### src/rtl/ccm_pkg.sv
// shared types, keyword tables and token functions for the content coding matcher
// no dependencies
`timescale 1ns / 1ps

package ccm_pkg;

	localparam int KW_COUNT = 6;
	localparam int KW_MAX_LEN = 10;

	localparam logic [KW_COUNT-1:0] KW_ALL = '1;
	localparam logic [3:0] LEN_SAT = 4'd11;
	localparam logic [7:0] CHAR_NUL = 8'h00;
	localparam logic [7:0] CHAR_COMMA = 8'h2C;
	localparam logic [7:0] CHAR_SPACE = 8'h20;

	// keyword text, first character in the top byte, padded with dots
	typedef logic [KW_MAX_LEN-1:0][7:0] kw_text_t;

	localparam kw_text_t KW_TEXT [KW_COUNT] = '{
		"deflate...",
		"gzip......",
		"compress..",
		"bzip2.....",
		"x-gzip....",
		"x-compress"
	};

	localparam logic [3:0] KW_LEN [KW_COUNT] = '{4'd7, 4'd4, 4'd8, 4'd5, 4'd6, 4'd10};

	// bit0 deflate, bit1 gzip, bit2 compress, bit3 bzip2
	localparam logic [3:0] KW_BIT [KW_COUNT] = '{
		4'b0001, 4'b0010, 4'b0100, 4'b1000, 4'b0010, 4'b0100
	};

	typedef struct packed {
		logic                at_start;
		logic [3:0]          tok_len;
		logic [KW_COUNT-1:0] alive;
		logic [3:0]          mask;
		logic                ended;
	} ccm_state_t;

	typedef struct packed {
		ccm_state_t next;
		logic       emit;
		logic [3:0] mask;
	} ccm_step_t;

	localparam ccm_state_t STATE_RESET = '{
		at_start: 1'b1,
		tok_len:  4'd0,
		alive:    KW_ALL,
		mask:     4'd0,
		ended:    1'b0
	};

	function automatic logic [7:0] fold_case(input logic [7:0] c);
		logic [7:0] r;
		r = c;
		if (c inside {[8'h41:8'h5A]})
			r = c + 8'h20;
		return r;
	endfunction

	function automatic logic is_space(input logic [7:0] c);
		return (c inside {CHAR_SPACE, [8'h09:8'h0D]});
	endfunction

	// close the open token: add matching codings and start a fresh token
	function automatic ccm_state_t token_finish(input ccm_state_t st);
		ccm_state_t r;
		r = st;
		for (int k = 0; k < KW_COUNT; k++) begin
			if (st.alive[k] && st.tok_len == KW_LEN[k])
				r.mask = r.mask | KW_BIT[k];
		end
		r.at_start = 1'b1;
		r.tok_len = 4'd0;
		r.alive = KW_ALL;
		return r;
	endfunction

endpackage

### src/rtl/ccm_step.sv
// next-state logic for one header byte: separator, whitespace skip, keyword compare
// depends on ccm_pkg
`timescale 1ns / 1ps

module ccm_step import ccm_pkg::*; (
	input  ccm_state_t cur,
	input  logic [7:0] char_byte,
	input  logic       last,
	output ccm_step_t  res
);

	logic [7:0] lc;
	logic       ws;
	logic [3:0] pos;
	ccm_state_t mid;
	ccm_state_t closed;

	always_comb begin
		lc = fold_case(char_byte);
		ws = is_space(char_byte);
		pos = 4'(KW_MAX_LEN - 1) - cur.tok_len;
		mid = cur;
		if (!cur.ended) begin
			if (char_byte == CHAR_NUL) begin
				mid = token_finish(cur);
				mid.ended = 1'b1;
			end else if (char_byte == CHAR_COMMA) begin
				mid = token_finish(cur);
			end else if (cur.at_start && ws) begin
				mid = cur;
			end else begin
				mid.at_start = 1'b0;
				for (int k = 0; k < KW_COUNT; k++) begin
					if (cur.tok_len >= KW_LEN[k]) begin
						mid.alive[k] = 1'b0;
					end else if (KW_TEXT[k][pos] != lc) begin
						mid.alive[k] = 1'b0;
					end
				end
				if (cur.tok_len < LEN_SAT)
					mid.tok_len = cur.tok_len + 4'd1;
			end
		end

		// a last byte without a terminating zero closes the open token
		closed = token_finish(mid);
		res.emit = last;
		res.mask = mid.ended ? mid.mask : closed.mask;
		res.next = last ? STATE_RESET : mid;
	end

endmodule

### src/rtl/content_coding_list_matcher.sv
// Content coding list matcher
// Input channel: byte_valid / byte_ready carry one header byte (char_byte) and
// last, which marks the final byte of a value. Output channel: mask_valid /
// mask_ready carry coding_mask, one transaction per value, issued for the byte
// marked last. bit0 deflate, bit1 gzip or x-gzip, bit2 compress or x-compress,
// bit3 bzip2.
// Path: a last byte passes the input register, then the output register.
// Throughput: one byte per cycle while no last byte is stalled; the input register
// feeds the keyword compare and token state update, which load the output register.
// Reset: arst_n clears the token state, the collected mask and both valids;
// the block takes a byte in the first cycle after reset.
// Stall: while a mask waits in the output register, bytes that are not last
// keep flowing; a last byte waits in the input register until the output frees,
// and byte_ready stays low for as long as it waits.
// depends on ccm_pkg and ccm_step
`timescale 1ns / 1ps

module content_coding_list_matcher import ccm_pkg::*; (
	input  logic       clk,
	input  logic       arst_n,
	input  logic       byte_valid,
	output logic       byte_ready,
	input  logic [7:0] char_byte,
	input  logic       last,
	output logic       mask_valid,
	input  logic       mask_ready,
	output logic [3:0] coding_mask
);

	logic       valid_s1;
	logic [7:0] char_byte_s1;
	logic       last_s1;
	logic       valid_s2;
	logic [3:0] coding_mask_s2;
	ccm_state_t state_q;
	ccm_step_t  step;
	logic       fire_s1;

	ccm_step u_step (
		.cur       (state_q),
		.char_byte (char_byte_s1),
		.last      (last_s1),
		.res       (step)
	);

	// a byte that emits needs a free output register
	assign fire_s1 = valid_s1 && (!step.emit || !valid_s2 || mask_ready);
	assign byte_ready = !valid_s1 || fire_s1;

	always_ff @(posedge clk or negedge arst_n) begin
		if (!arst_n) begin
			valid_s1 <= 1'b0;
		end else if (byte_ready) begin
			valid_s1 <= byte_valid;
		end
	end

	always_ff @(posedge clk) begin
		if (byte_ready && byte_valid) begin
			char_byte_s1 <= char_byte;
			last_s1 <= last;
		end
	end

	always_ff @(posedge clk or negedge arst_n) begin
		if (!arst_n) begin
			state_q <= STATE_RESET;
		end else if (fire_s1) begin
			state_q <= step.next;
		end
	end

	always_ff @(posedge clk or negedge arst_n) begin
		if (!arst_n) begin
			valid_s2 <= 1'b0;
		end else if (fire_s1 && step.emit) begin
			valid_s2 <= 1'b1;
		end else if (mask_ready) begin
			valid_s2 <= 1'b0;
		end
	end

	always_ff @(posedge clk) begin
		if (fire_s1 && step.emit) begin
			coding_mask_s2 <= step.mask;
		end
	end

	assign mask_valid = valid_s2;
	assign coding_mask = coding_mask_s2;

endmodule

### config.mk
export PLATFORM = sky130hd
export DESIGN_NAME = content_coding_list_matcher
export DESIGN_NICKNAME = d
export VERILOG_FILES = /design/src/rtl/ccm_pkg.sv /design/src/rtl/ccm_step.sv /design/src/rtl/content_coding_list_matcher.sv
export SDC_FILE = /design/constraint.sdc
export NUM_CORES = 1
export LEC_CHECK = 0
export BUFFER_PORTS_ARGS = -buffer_cell sky130_fd_sc_hd__buf_2
export CORE_MARGIN = 8
export CORE_UTILIZATION = 40
export CTS_BUF_LIST = sky130_fd_sc_hd__clkbuf_8
export DETAILED_ROUTE_END_ITERATION = 12
export HOLD_SLACK_MARGIN = 0.08
export MAX_ROUTING_LAYER = met4
export PLACE_DENSITY_LB_ADDON = 0.3
export SYNTH_ARGS = -nofsm -noshare
export SYNTH_HDL_FRONTEND = slang
export SYNTH_SLANG_ARGS = --single-unit
### constraint.sdc
create_clock -name clk -period 3.8 [get_ports clk]
set_clock_uncertainty 0.1 [all_clocks]
set_input_delay 0.57 -clock clk [delete_from_list [all_inputs] [get_ports clk]]
set_output_delay 0.57 -clock clk [all_outputs]
set_load 0.005 [all_outputs]
* Yosys cells after proc, flatten, opt, wreduce, memory -nomap -nowiden
Memory sizes are Yosys's and may differ from the RTL's.
Cells that the tools add are included.
** Cells by class
- Multiplexer cells :: 40
- Reductions and logical operators :: 28
- Bitwise gates (word level) :: 0
- Equal/unequal tests :: 22
- $add $sub $neg :: 3
- Divide/modulo/power cells :: 0
- $lt $le $gt $ge :: 12
- Shifts and indexed selects :: 0
- Multiply operators :: 0
** Operator list (count)
- $mux W16 :: 4
- $mux W8 :: 7
- $ne A8 B8 Y1 :: 6
- $eq A4 B3 Y1 const B :: 8
- $logic_and A1 B1 Y1 :: 18
- $eq A4 B4 Y1 const B :: 4
- $eq A8 B6 Y1 const B :: 2
- $ge A4 B3 Y1 const B :: 4
- $mux W1 :: 16
- $mux W4 :: 4
- $mux W3 :: 4
- $mux W11 :: 1
- $add A8 B6 Y8 const B :: 1
- $ge A4 B4 Y1 const B :: 2
- $ge A8 B4 Y1 const B :: 1
- $ge A8 B7 Y1 const B :: 1
- $le A8 B4 Y1 const B :: 1
- $le A8 B7 Y1 const B :: 1
- $logic_not A8 Y1 :: 1
- $mux W2 :: 4
- $lt A4 B5 Y1 const B :: 1
- $add A4 B1 Y4 const B :: 1
- $lt A4 B4 Y1 const B :: 1
- $ne A4 B2 Y1 const B :: 1
- 6 further kinds :: 11
** Storage, ports and cells
- Bits in latches :: 0
- Memories :: 6
- RAM bits :: 0
- Register bits :: 31
- Output and inout port bits :: 6
- Input bits :: 13
- Bits in read-only memories :: 768
- Logic and storage cells :: 121
** Memory list
- (no name shown) :: words 16, width 8, read ports 1, clocked after memory_dff 0, write ports 0, line ccm_step.sv:36 : end else if (KW_TEXT[k][pos] != lc) begin
- (no name shown) :: words 16, width 8, read ports 1, clocked after memory_dff 0, write ports 0, line ccm_step.sv:36
- (no name shown) :: words 16, width 8, read ports 1, clocked after memory_dff 0, write ports 0, line ccm_step.sv:36
- (no name shown) :: words 16, width 8, read ports 1, clocked after memory_dff 0, write ports 0, line ccm_step.sv:36
- (no name shown) :: words 16, width 8, read ports 1, clocked after memory_dff 0, write ports 0, line ccm_step.sv:36
- (no name shown) :: words 16, width 8, read ports 1, clocked after memory_dff 0, write ports 0, line ccm_step.sv:36

* Logic depth before layout (Yosys ltp)
Gate-level depths: netlist (run 1).
- Word-level depth :: 20
- Gate-level depth with buffers :: 13
- Depth with buffers taken out :: 9

* Hierarchy
Synthesis (run 1) repeated with hierarchy kept, for this count alone.
** Unflattened totals
- Cell total of the unflattened synthesis :: 390
- Area, all modules :: 3204.3 sq um
** By module, submodules not included
- ccm_step :: area an instance 1767.9 sq um, instances 1, seq. area each 0.0 sq um, cells each 276
- content_coding_list_matcher :: area an instance 1436.4 sq um, instances 1, seq. area each 849.6 sq um, cells each 114

* Worst setup path before layout (run 1)
No wires, ideal clock.
- Kind :: register -> register
- Start :: reg state_q[13] (netlist name)
- End :: reg coding_mask_s2[1] (netlist: coding_mask[1]) (data pin)
- Setup time :: 0.174 ns
- Arrival :: 3.035 ns
- Data required time :: 3.526 ns
- Period minus slack after synthesis :: 3.309 ns
- Slack :: 0.491 ns
- Buffers on the path :: 3
- Stages on the path, launching flop included :: 13
- Cell sequence :: dfrtp_1 > clkbuf_1 > clkbuf_1 > inv_1 > ha_1 > buf_2 > xnor2_4 > mux2i_1 > xor2_1 > or4_1 > o41ai_1 > nand2_1 > a311oi_1
** RTL lines
- start: declaration :: line content_coding_list_matcher.sv:35 : ccm_state_t state_q;
- start signal: assignment :: line content_coding_list_matcher.sv:69 : state_q <= step.next;
- end signal: assignment :: line content_coding_list_matcher.sv:85 : coding_mask_s2 <= step.mask;
- end: declaration :: line content_coding_list_matcher.sv:34 : logic [3:0] coding_mask_s2;

==> results of run 1 <==
## area by class of cell
cell class | count | area, um^2
Fill cell | 663 | 3727
Clock inverter | 3 | 12.51
Sequential cell | 31 | 849.6
Multi-Input combinational cell | 275 | 1790
Clock buffer | 5 | 68.82
Inverter | 12 | 45.04
Timing Repair Buffer | 30 | 180.2
Tap cell | 96 | 120.1
## logic make-up (layout without fill, tap and decap cells)
group	after synthesis	in the layout	share of synthesized area, %
and+or+nand+nor	145	145	27.25
AOI/OAI and AO/OA	96	96	23.33
buffers and inverters	39	50	5.888
DFF	31	31	30.29
xor gates and xnor gates	19	19	6.869
adders and majority gates	11	11	4.906
muxes	4	4	1.472
## power by group through the flow
stage	sequential [mW]	combinational (mW)	clock [mW]
finish	0.424	0.645	0.248
global route	0.427	0.709	0.266
CTS	0.423	0.636	0.250
detailed placement	0.429	0.632	0
global placement	0.429	0.634	0
floorplan	0.417	0.481	0
## cell usage in the layout (no fill, tap or decap), types with 12 or more instances in the layout
master and instances:
nand3_1 12, nand2_1 29, o21ai_0 16, buf_2 18, nor2_1 36, buf_4 12
nor3_1 12, a21oi_1 22, edfxtp_1 13, inv_1 14
## flip-flops by register name (all words and copies together), names as in the netlist
| name | count |
|---|---|
| state_q | 16 |
| char_byte_s1 | 8 |
| coding_mask | 4 |
| last_s1 | 1 |
| mask_valid | 1 |
| valid_s1 | 1 |
## through the flow
stage | hold slack, ns | util, % | setup WS [ns] | instances
after floorplan | 0.1744 | - | 0.4911 | 345
after CTS | 0.1350 | 45.14 | 0.5104 | 452
after global routing | 0.1507 | 45.14 | 0.2824 | 452
after detailed placement | 0.3660 | 43.94 | 0.5392 | 444
final | 0.1225 | 45.14 | 0.5182 | 452
after global placement | 0.3570 | 43.94 | 0.6775 | 444
## critical path, stage by stage (launching register included)
cell      delay [ns]
dfrtp_1         0.35
inv_1           0.09
ha_1            0.35
xnor2_4         0.52
mux2i_1         0.28
xor2_1          0.08
or4_1           0.46
o41ai_1         0.50
nand2_1         0.12
a311oi_1        0.26
## final timing paths
check	depth (start not counted)	to	slack (ns)	from
setup / recovery	9	coding_mask[1]	0.52	state_q[12]
hold / removal	1	state_q[1]	0.12	arst_n
setup reg to reg	9	coding_mask[1]	0.52	state_q[12]
hold reg to reg	2	state_q[15]	0.37	state_q[15]
max in group asynchronous	1	state_q[8]	3.13	arst_n
min in group clk	1	last_s1	0.36	last
## cells in the mapped netlist, types with 2 or more instances
library cell,number
or4_1,4
a22o_1,2
ha_1,11
nand2_1,29
edfxtp_1,13
and4_1,2
clkbuf_1,16
buf_2,6
a21boi_0,2
dfstp_2,7
a31oi_1,8
xor2_1,7
nand2b_1,6
o211ai_1,4
dfrtp_1,11
a21o_1,2
a21oi_1,22
a2bb2oi_1,3
o21ai_0,16
inv_1,12
or3_1,3
nand4_1,10
o31ai_1,5
a211o_1,3
mux2i_1,3
o31a_1,2
xnor2_1,10
a211oi_1,2
nand3_1,12
nor3_1,12
nor2_1,36
buf_1,3
o2111ai_1,3
o22ai_1,3
o32ai_1,2
nor4_1,3
and3_1,4
nand3b_1,3
a41oi_1,4
a32oi_1,2
and2_1,5
nor2b_1,7
## layer usage
metal  track usage, %  wire (um)
met1            21.63       3540
met2            25.96       3568
met3            3.631        576
met4            5.588        235
met5                -          0
==> impl_metrics.py, run 1 <==
metrics = {
    "route": {
        "first_iter_violations": 324,
        "firstDrtPassIters": 5,
        "viasPerCell": 6.162,
        "wirelength_mm": 7.920,
        "postRouteAntennaNets": 0,
        "wl_per_cell_um": 17.52,
        "vias": 2785,
        "drc": 0,
    },
    "critical_path": {
        "cp.arrival_ns": 3.29,
        "worst_setup_path_start_kind": "flip-flop",
        "crit_type": "flip-flop to flip-flop",
        "crit_required_ns": 3.81,
        "crit_path_end_kind": "flip-flop",
        "critPathMaxFanout": 19,
    },
    "global_route": {
        "grt-ovfl-total": 0,
        "grt_pass1_wl_mm": 13.21,
        "grt_max_degree": 23,
        "antenna_found_initial": 0,
        "grt_usage_pct": 16.95,
        "grt_pass1_vias": 2684,
    },
    "cells_and_area": {
        "fin_nets": 379,
        "fin_area_um2": 3067,
        "drive_gt1_share_pct": 14.89,
        "areaGrowthSynthToFinish_pct": 9.322,
        "n_antenna_cell": 0,
    },
    "floorplanning": {
        "core_area_um2": 6794,
        "die-height_um": 99.75,
        "ios": 19,
        "die_area_um2": 9949,
        "start_util_pct": 41.29,
        "die_w_um": 99.75,
        "num_rows": 30,
    },
    "hold_path": {
        "hp-class": "input pin to asynchronous set/reset pin",
    },
    "pwr": {
        "peakVddDrop_mv": 0.2374,
        "power.density_nw_per_um2": 429.3,
        "finalPower_mw": 1.317,
        "switching_share_pct": 43.05,
        "pwr-share-comb_pct": 49.0,
        "seqPwrFrac_pct": 32.2,
        "pwr-share-clk_pct": 18.8,
        "switching_power_mw": 0.5669,
        "leakage_nw": 1.195,
        "internal_power_mw": 0.7497,
    },
    "synth": {
        "yosysTopAreaCell": "edfxtp_1",
        "synth_cell_type_count": 67,
        "synth_edf_count": 13,
        "synth_area_um2": 2805,
        "yosysTopAreaCellShare_pct": 13.92,
        "avgSynthCellArea_um2": 8.131,
        "ys_warn_count": 0,
        "syn_nets": 369,
        "synth_cells": 345,
        "ys_seq_area_share_pct": 30.29,
        "synth_area_leaders": "edfxtp_1 (14%), dfrtp_1 (9.8%), dfstp_2 (6.6%)",
        "synthArstFlopShare_pct": 58.06,
        "synth_flop_cell": "edfxtp_1",
        "ys_ff_latch": 31,
    },
    "clock_network": {
        "cts_tree": "yes",
        "cts.path.max_buffers": 2,
        "post_cts_buffers": 0,
        "cts_buffers": 5,
        "cts_sinks": 31,
        "worstSkewPairLatency_ns": 0.28,
        "hold_buffers": 0,
        "cts_resized": 0,
        "htreeDepth": 2,
        "root_buffer": "clkbuf_8",
        "clk_pin_slew_ns": 0.07,
    },
    "timing": {
        "period_share_pct": 86.36,
        "rsz0062_at_grt": "no",
        "fin_crit_ns": 3.282,
        "setup_violations": 0,
        "max_slew_margin_pct": 40.01,
        "worst_pin_slew_ns": 0.8916,
        "finalHoldViolations": 0,
        "tns_ns": 0,
        "slew_viol_final": 0,
        "fmax_mhz": 304.7,
    },
    "job": {
        "cap_violations": 0,
    },
    "place": {
        "place_area_um2": 2985,
        "dp_hpwl_mm": 5.928,
        "place.gp.congestion": 0.9548,
        "numPortBuffers": 18,
    },
    "status": {
        "status": "completed",
    },
}
(Power assumes the default switching activity.)
==> run 2: changes to the inputs <==
--- a/config.mk
+++ b/config.mk
@@ -5,11 +5,11 @@
 export SDC_FILE = /design/constraint.sdc
 export NUM_CORES = 1
 export LEC_CHECK = 0
-export BUFFER_PORTS_ARGS = -buffer_cell sky130_fd_sc_hd__buf_2
 export CORE_MARGIN = 8
 export CORE_UTILIZATION = 40
 export CTS_BUF_LIST = sky130_fd_sc_hd__clkbuf_8
 export DETAILED_ROUTE_END_ITERATION = 12
+export DONT_BUFFER_PORTS = 1
 export HOLD_SLACK_MARGIN = 0.08
 export MAX_ROUTING_LAYER = met4
 export PLACE_DENSITY_LB_ADDON = 0.3
==> impl_metrics.py, run 2 (same netlist as run 1, synthesis figures left out) <==
metrics = {
    "status": {
        "status": "completed",
    },
    "timing": {
        "fmax_mhz": 293.2,
        "rsz0062_at_grt": "no",
        "timing.final.ws_setup_ns": 0.3892,
        "finalHoldViolations": 0,
        "max_slew_margin_pct": 40.92,
        "worst_pin_slew_ns": 0.8782,
        "setup_violations": 0,
        "tns_ns": 0,
        "holdWs_ns": 0.2789,
        "slew_viol_final": 0,
        "period_share_pct": 89.76,
        "fin_crit_ns": 3.411,
    },
    "critical_path": {
        "critPathMaxFanout": 11,
        "max_stage_delay_ns": 0.55,
        "crit_type": "flip-flop to flip-flop",
        "crit_required_ns": 3.83,
        "cp_top_family": "compound AO/OA/AOI/OAI gates",
        "worst_setup_path_start_kind": "flip-flop",
        "crit_buf_inv": 2,
        "critPathSlowestCell": "or4_1",
        "ff2ff_setup_slack_ns": 0.39,
        "worstPathCellList": "inv_1 > ha_1 > xor2_2 > buf_4 > nor3_1 > xnor2_1 > a211oi_1 > a41oi_1 > or4_1 > a32oi_1",
        "cp.arrival_ns": 3.44,
        "crit_path_end_kind": "flip-flop",
    },
    "route": {
        "drc": 0,
        "firstDrtPassIters": 6,
        "wirelength_mm": 7.836,
        "vias": 2651,
        "first_iter_violations": 327,
        "wl_per_cell_um": 18.10,
        "viasPerCell": 6.122,
        "postRouteAntennaNets": 0,
    },
    "floorplanning": {
        "ios": 19,
        "start_util_pct": 41.29,
        "num_rows": 30,
        "die_area_um2": 9949,
        "die-height_um": 99.75,
        "die_w_um": 99.75,
        "core_area_um2": 6794,
    },
    "hold_path": {
        "hp-class": "input pin to flip-flop",
    },
    "pwr": {
        "leakage_nw": 1.115,
        "peakVddDrop_mv": 0.2865,
        "finalPower_mw": 1.316,
        "power.density_nw_per_um2": 442.2,
    },
    "clock_network": {
        "worstSkewPairLatency_ns": 0.28,
        "htreeDepth": 2,
        "cts.path.max_buffers": 2,
        "cts_tree": "yes",
        "cts_sinks": 31,
        "cts_buffers": 5,
        "root_buffer": "clkbuf_8",
        "cts_resized": 0,
        "post_cts_buffers": 0,
        "clk_pin_slew_ns": 0.07,
    },
    "cells_and_area": {
        "n_antenna_cell": 0,
        "largest_register_ffs": 16,
        "fin_nets": 360,
        "final_common_cell": "nor2_1",
        "regMostFlops": "state_q",
        "mostFrequentLayoutCells": "nor2_1 (36), nand2_1 (29), a21oi_1 (22), o21ai_0 (16)",
        "areaGrowthSynthToFinish_pct": 6.066,
        "final_cells": 433,
        "drive_gt1_share_pct": 10.09,
    },
    "place": {
        "pre_cts_ws_ns": 0.5011,
        "place.gp.congestion": 0.9441,
        "numPortBuffers": 0,
        "placed_cells": 424,
        "dp_hpwl_mm": 5.797,
    },
    "global_route": {
        "grt-ovfl-total": 0,
        "grt_usage_pct": 16.58,
        "grt_pass1_vias": 2547,
        "grt_pass1_wl_mm": 12.92,
        "grt_max_degree": 23,
        "antenna_found_initial": 0,
    },
    "job": {
        "cap_violations": 0,
    },
}
-- run 2: cell types whose count changed in the layout (fill, tap and decap cells not counted), sizes merged --
cell / delta
buf: -20
inv: -1
dlygate4sd3: +1
clkinvlp: +1
-- run 2: repair_timing --
action | 4_1_cts | 5_1_grt
hold buffers | 1 | 0
hold endpoints to repair | 18 | 0
endpoints found under the setup margin | 0 | 0
-- run 2: final timing paths --
path                        startpoint             end  cells past startpoint
min in group asynchronous       arst_n      state_q[3]                      1
setup reg to reg           state_q[13]  coding_mask[2]                     10
hold reg to reg            state_q[15]     state_q[15]                      2
hold / removal                    last         last_s1                      0
setup / recovery           state_q[13]  coding_mask[2]                     10
max in group asynchronous       arst_n     state_q[11]                      1
-- run 2: cell type report --
type,count,area (um^2)
Sequential cell,31,849.6
Tap cell,96,120.1
Clock inverter,3,16.27
Multi-Input combinational cell,275,1790
Clock buffer,5,68.82
Timing Repair Buffer,11,85.08
Inverter,12,45.04
Fill cell,667,3819
-- run 2: metal layers --
metal	global-route usage, %	share of wire, %	up-vias	wire length [um]
li1	-	-	1259	-
met1	22.83	46	1243	3611
met2	23.45	44	133	3430
met3	3.142	8.1	16	631
met4	5.821	2.1	0	163
met5	-	0	-	0
-- run 2: per-stage QoR --
step / area [um^2] / util (%)
3_5_place_dp: 2880 / 42.39
4_1_cts: 2975 / 43.79
2_1_floorplan: 2805 / -
6_report: 2975 / 43.79
3_3_place_gp: 2880 / 42.39
5_1_grt: 2975 / 43.79
-- run 2: power by group --
group / switching, mW / total (mW) / internal [mW]
Sequential: 0.0332 / 0.421 / 0.388
Combinational: 0.414 / 0.646 / 0.232
Clock: 0.124 / 0.249 / 0.125
Total: 0.571 / 1.32 / 0.745
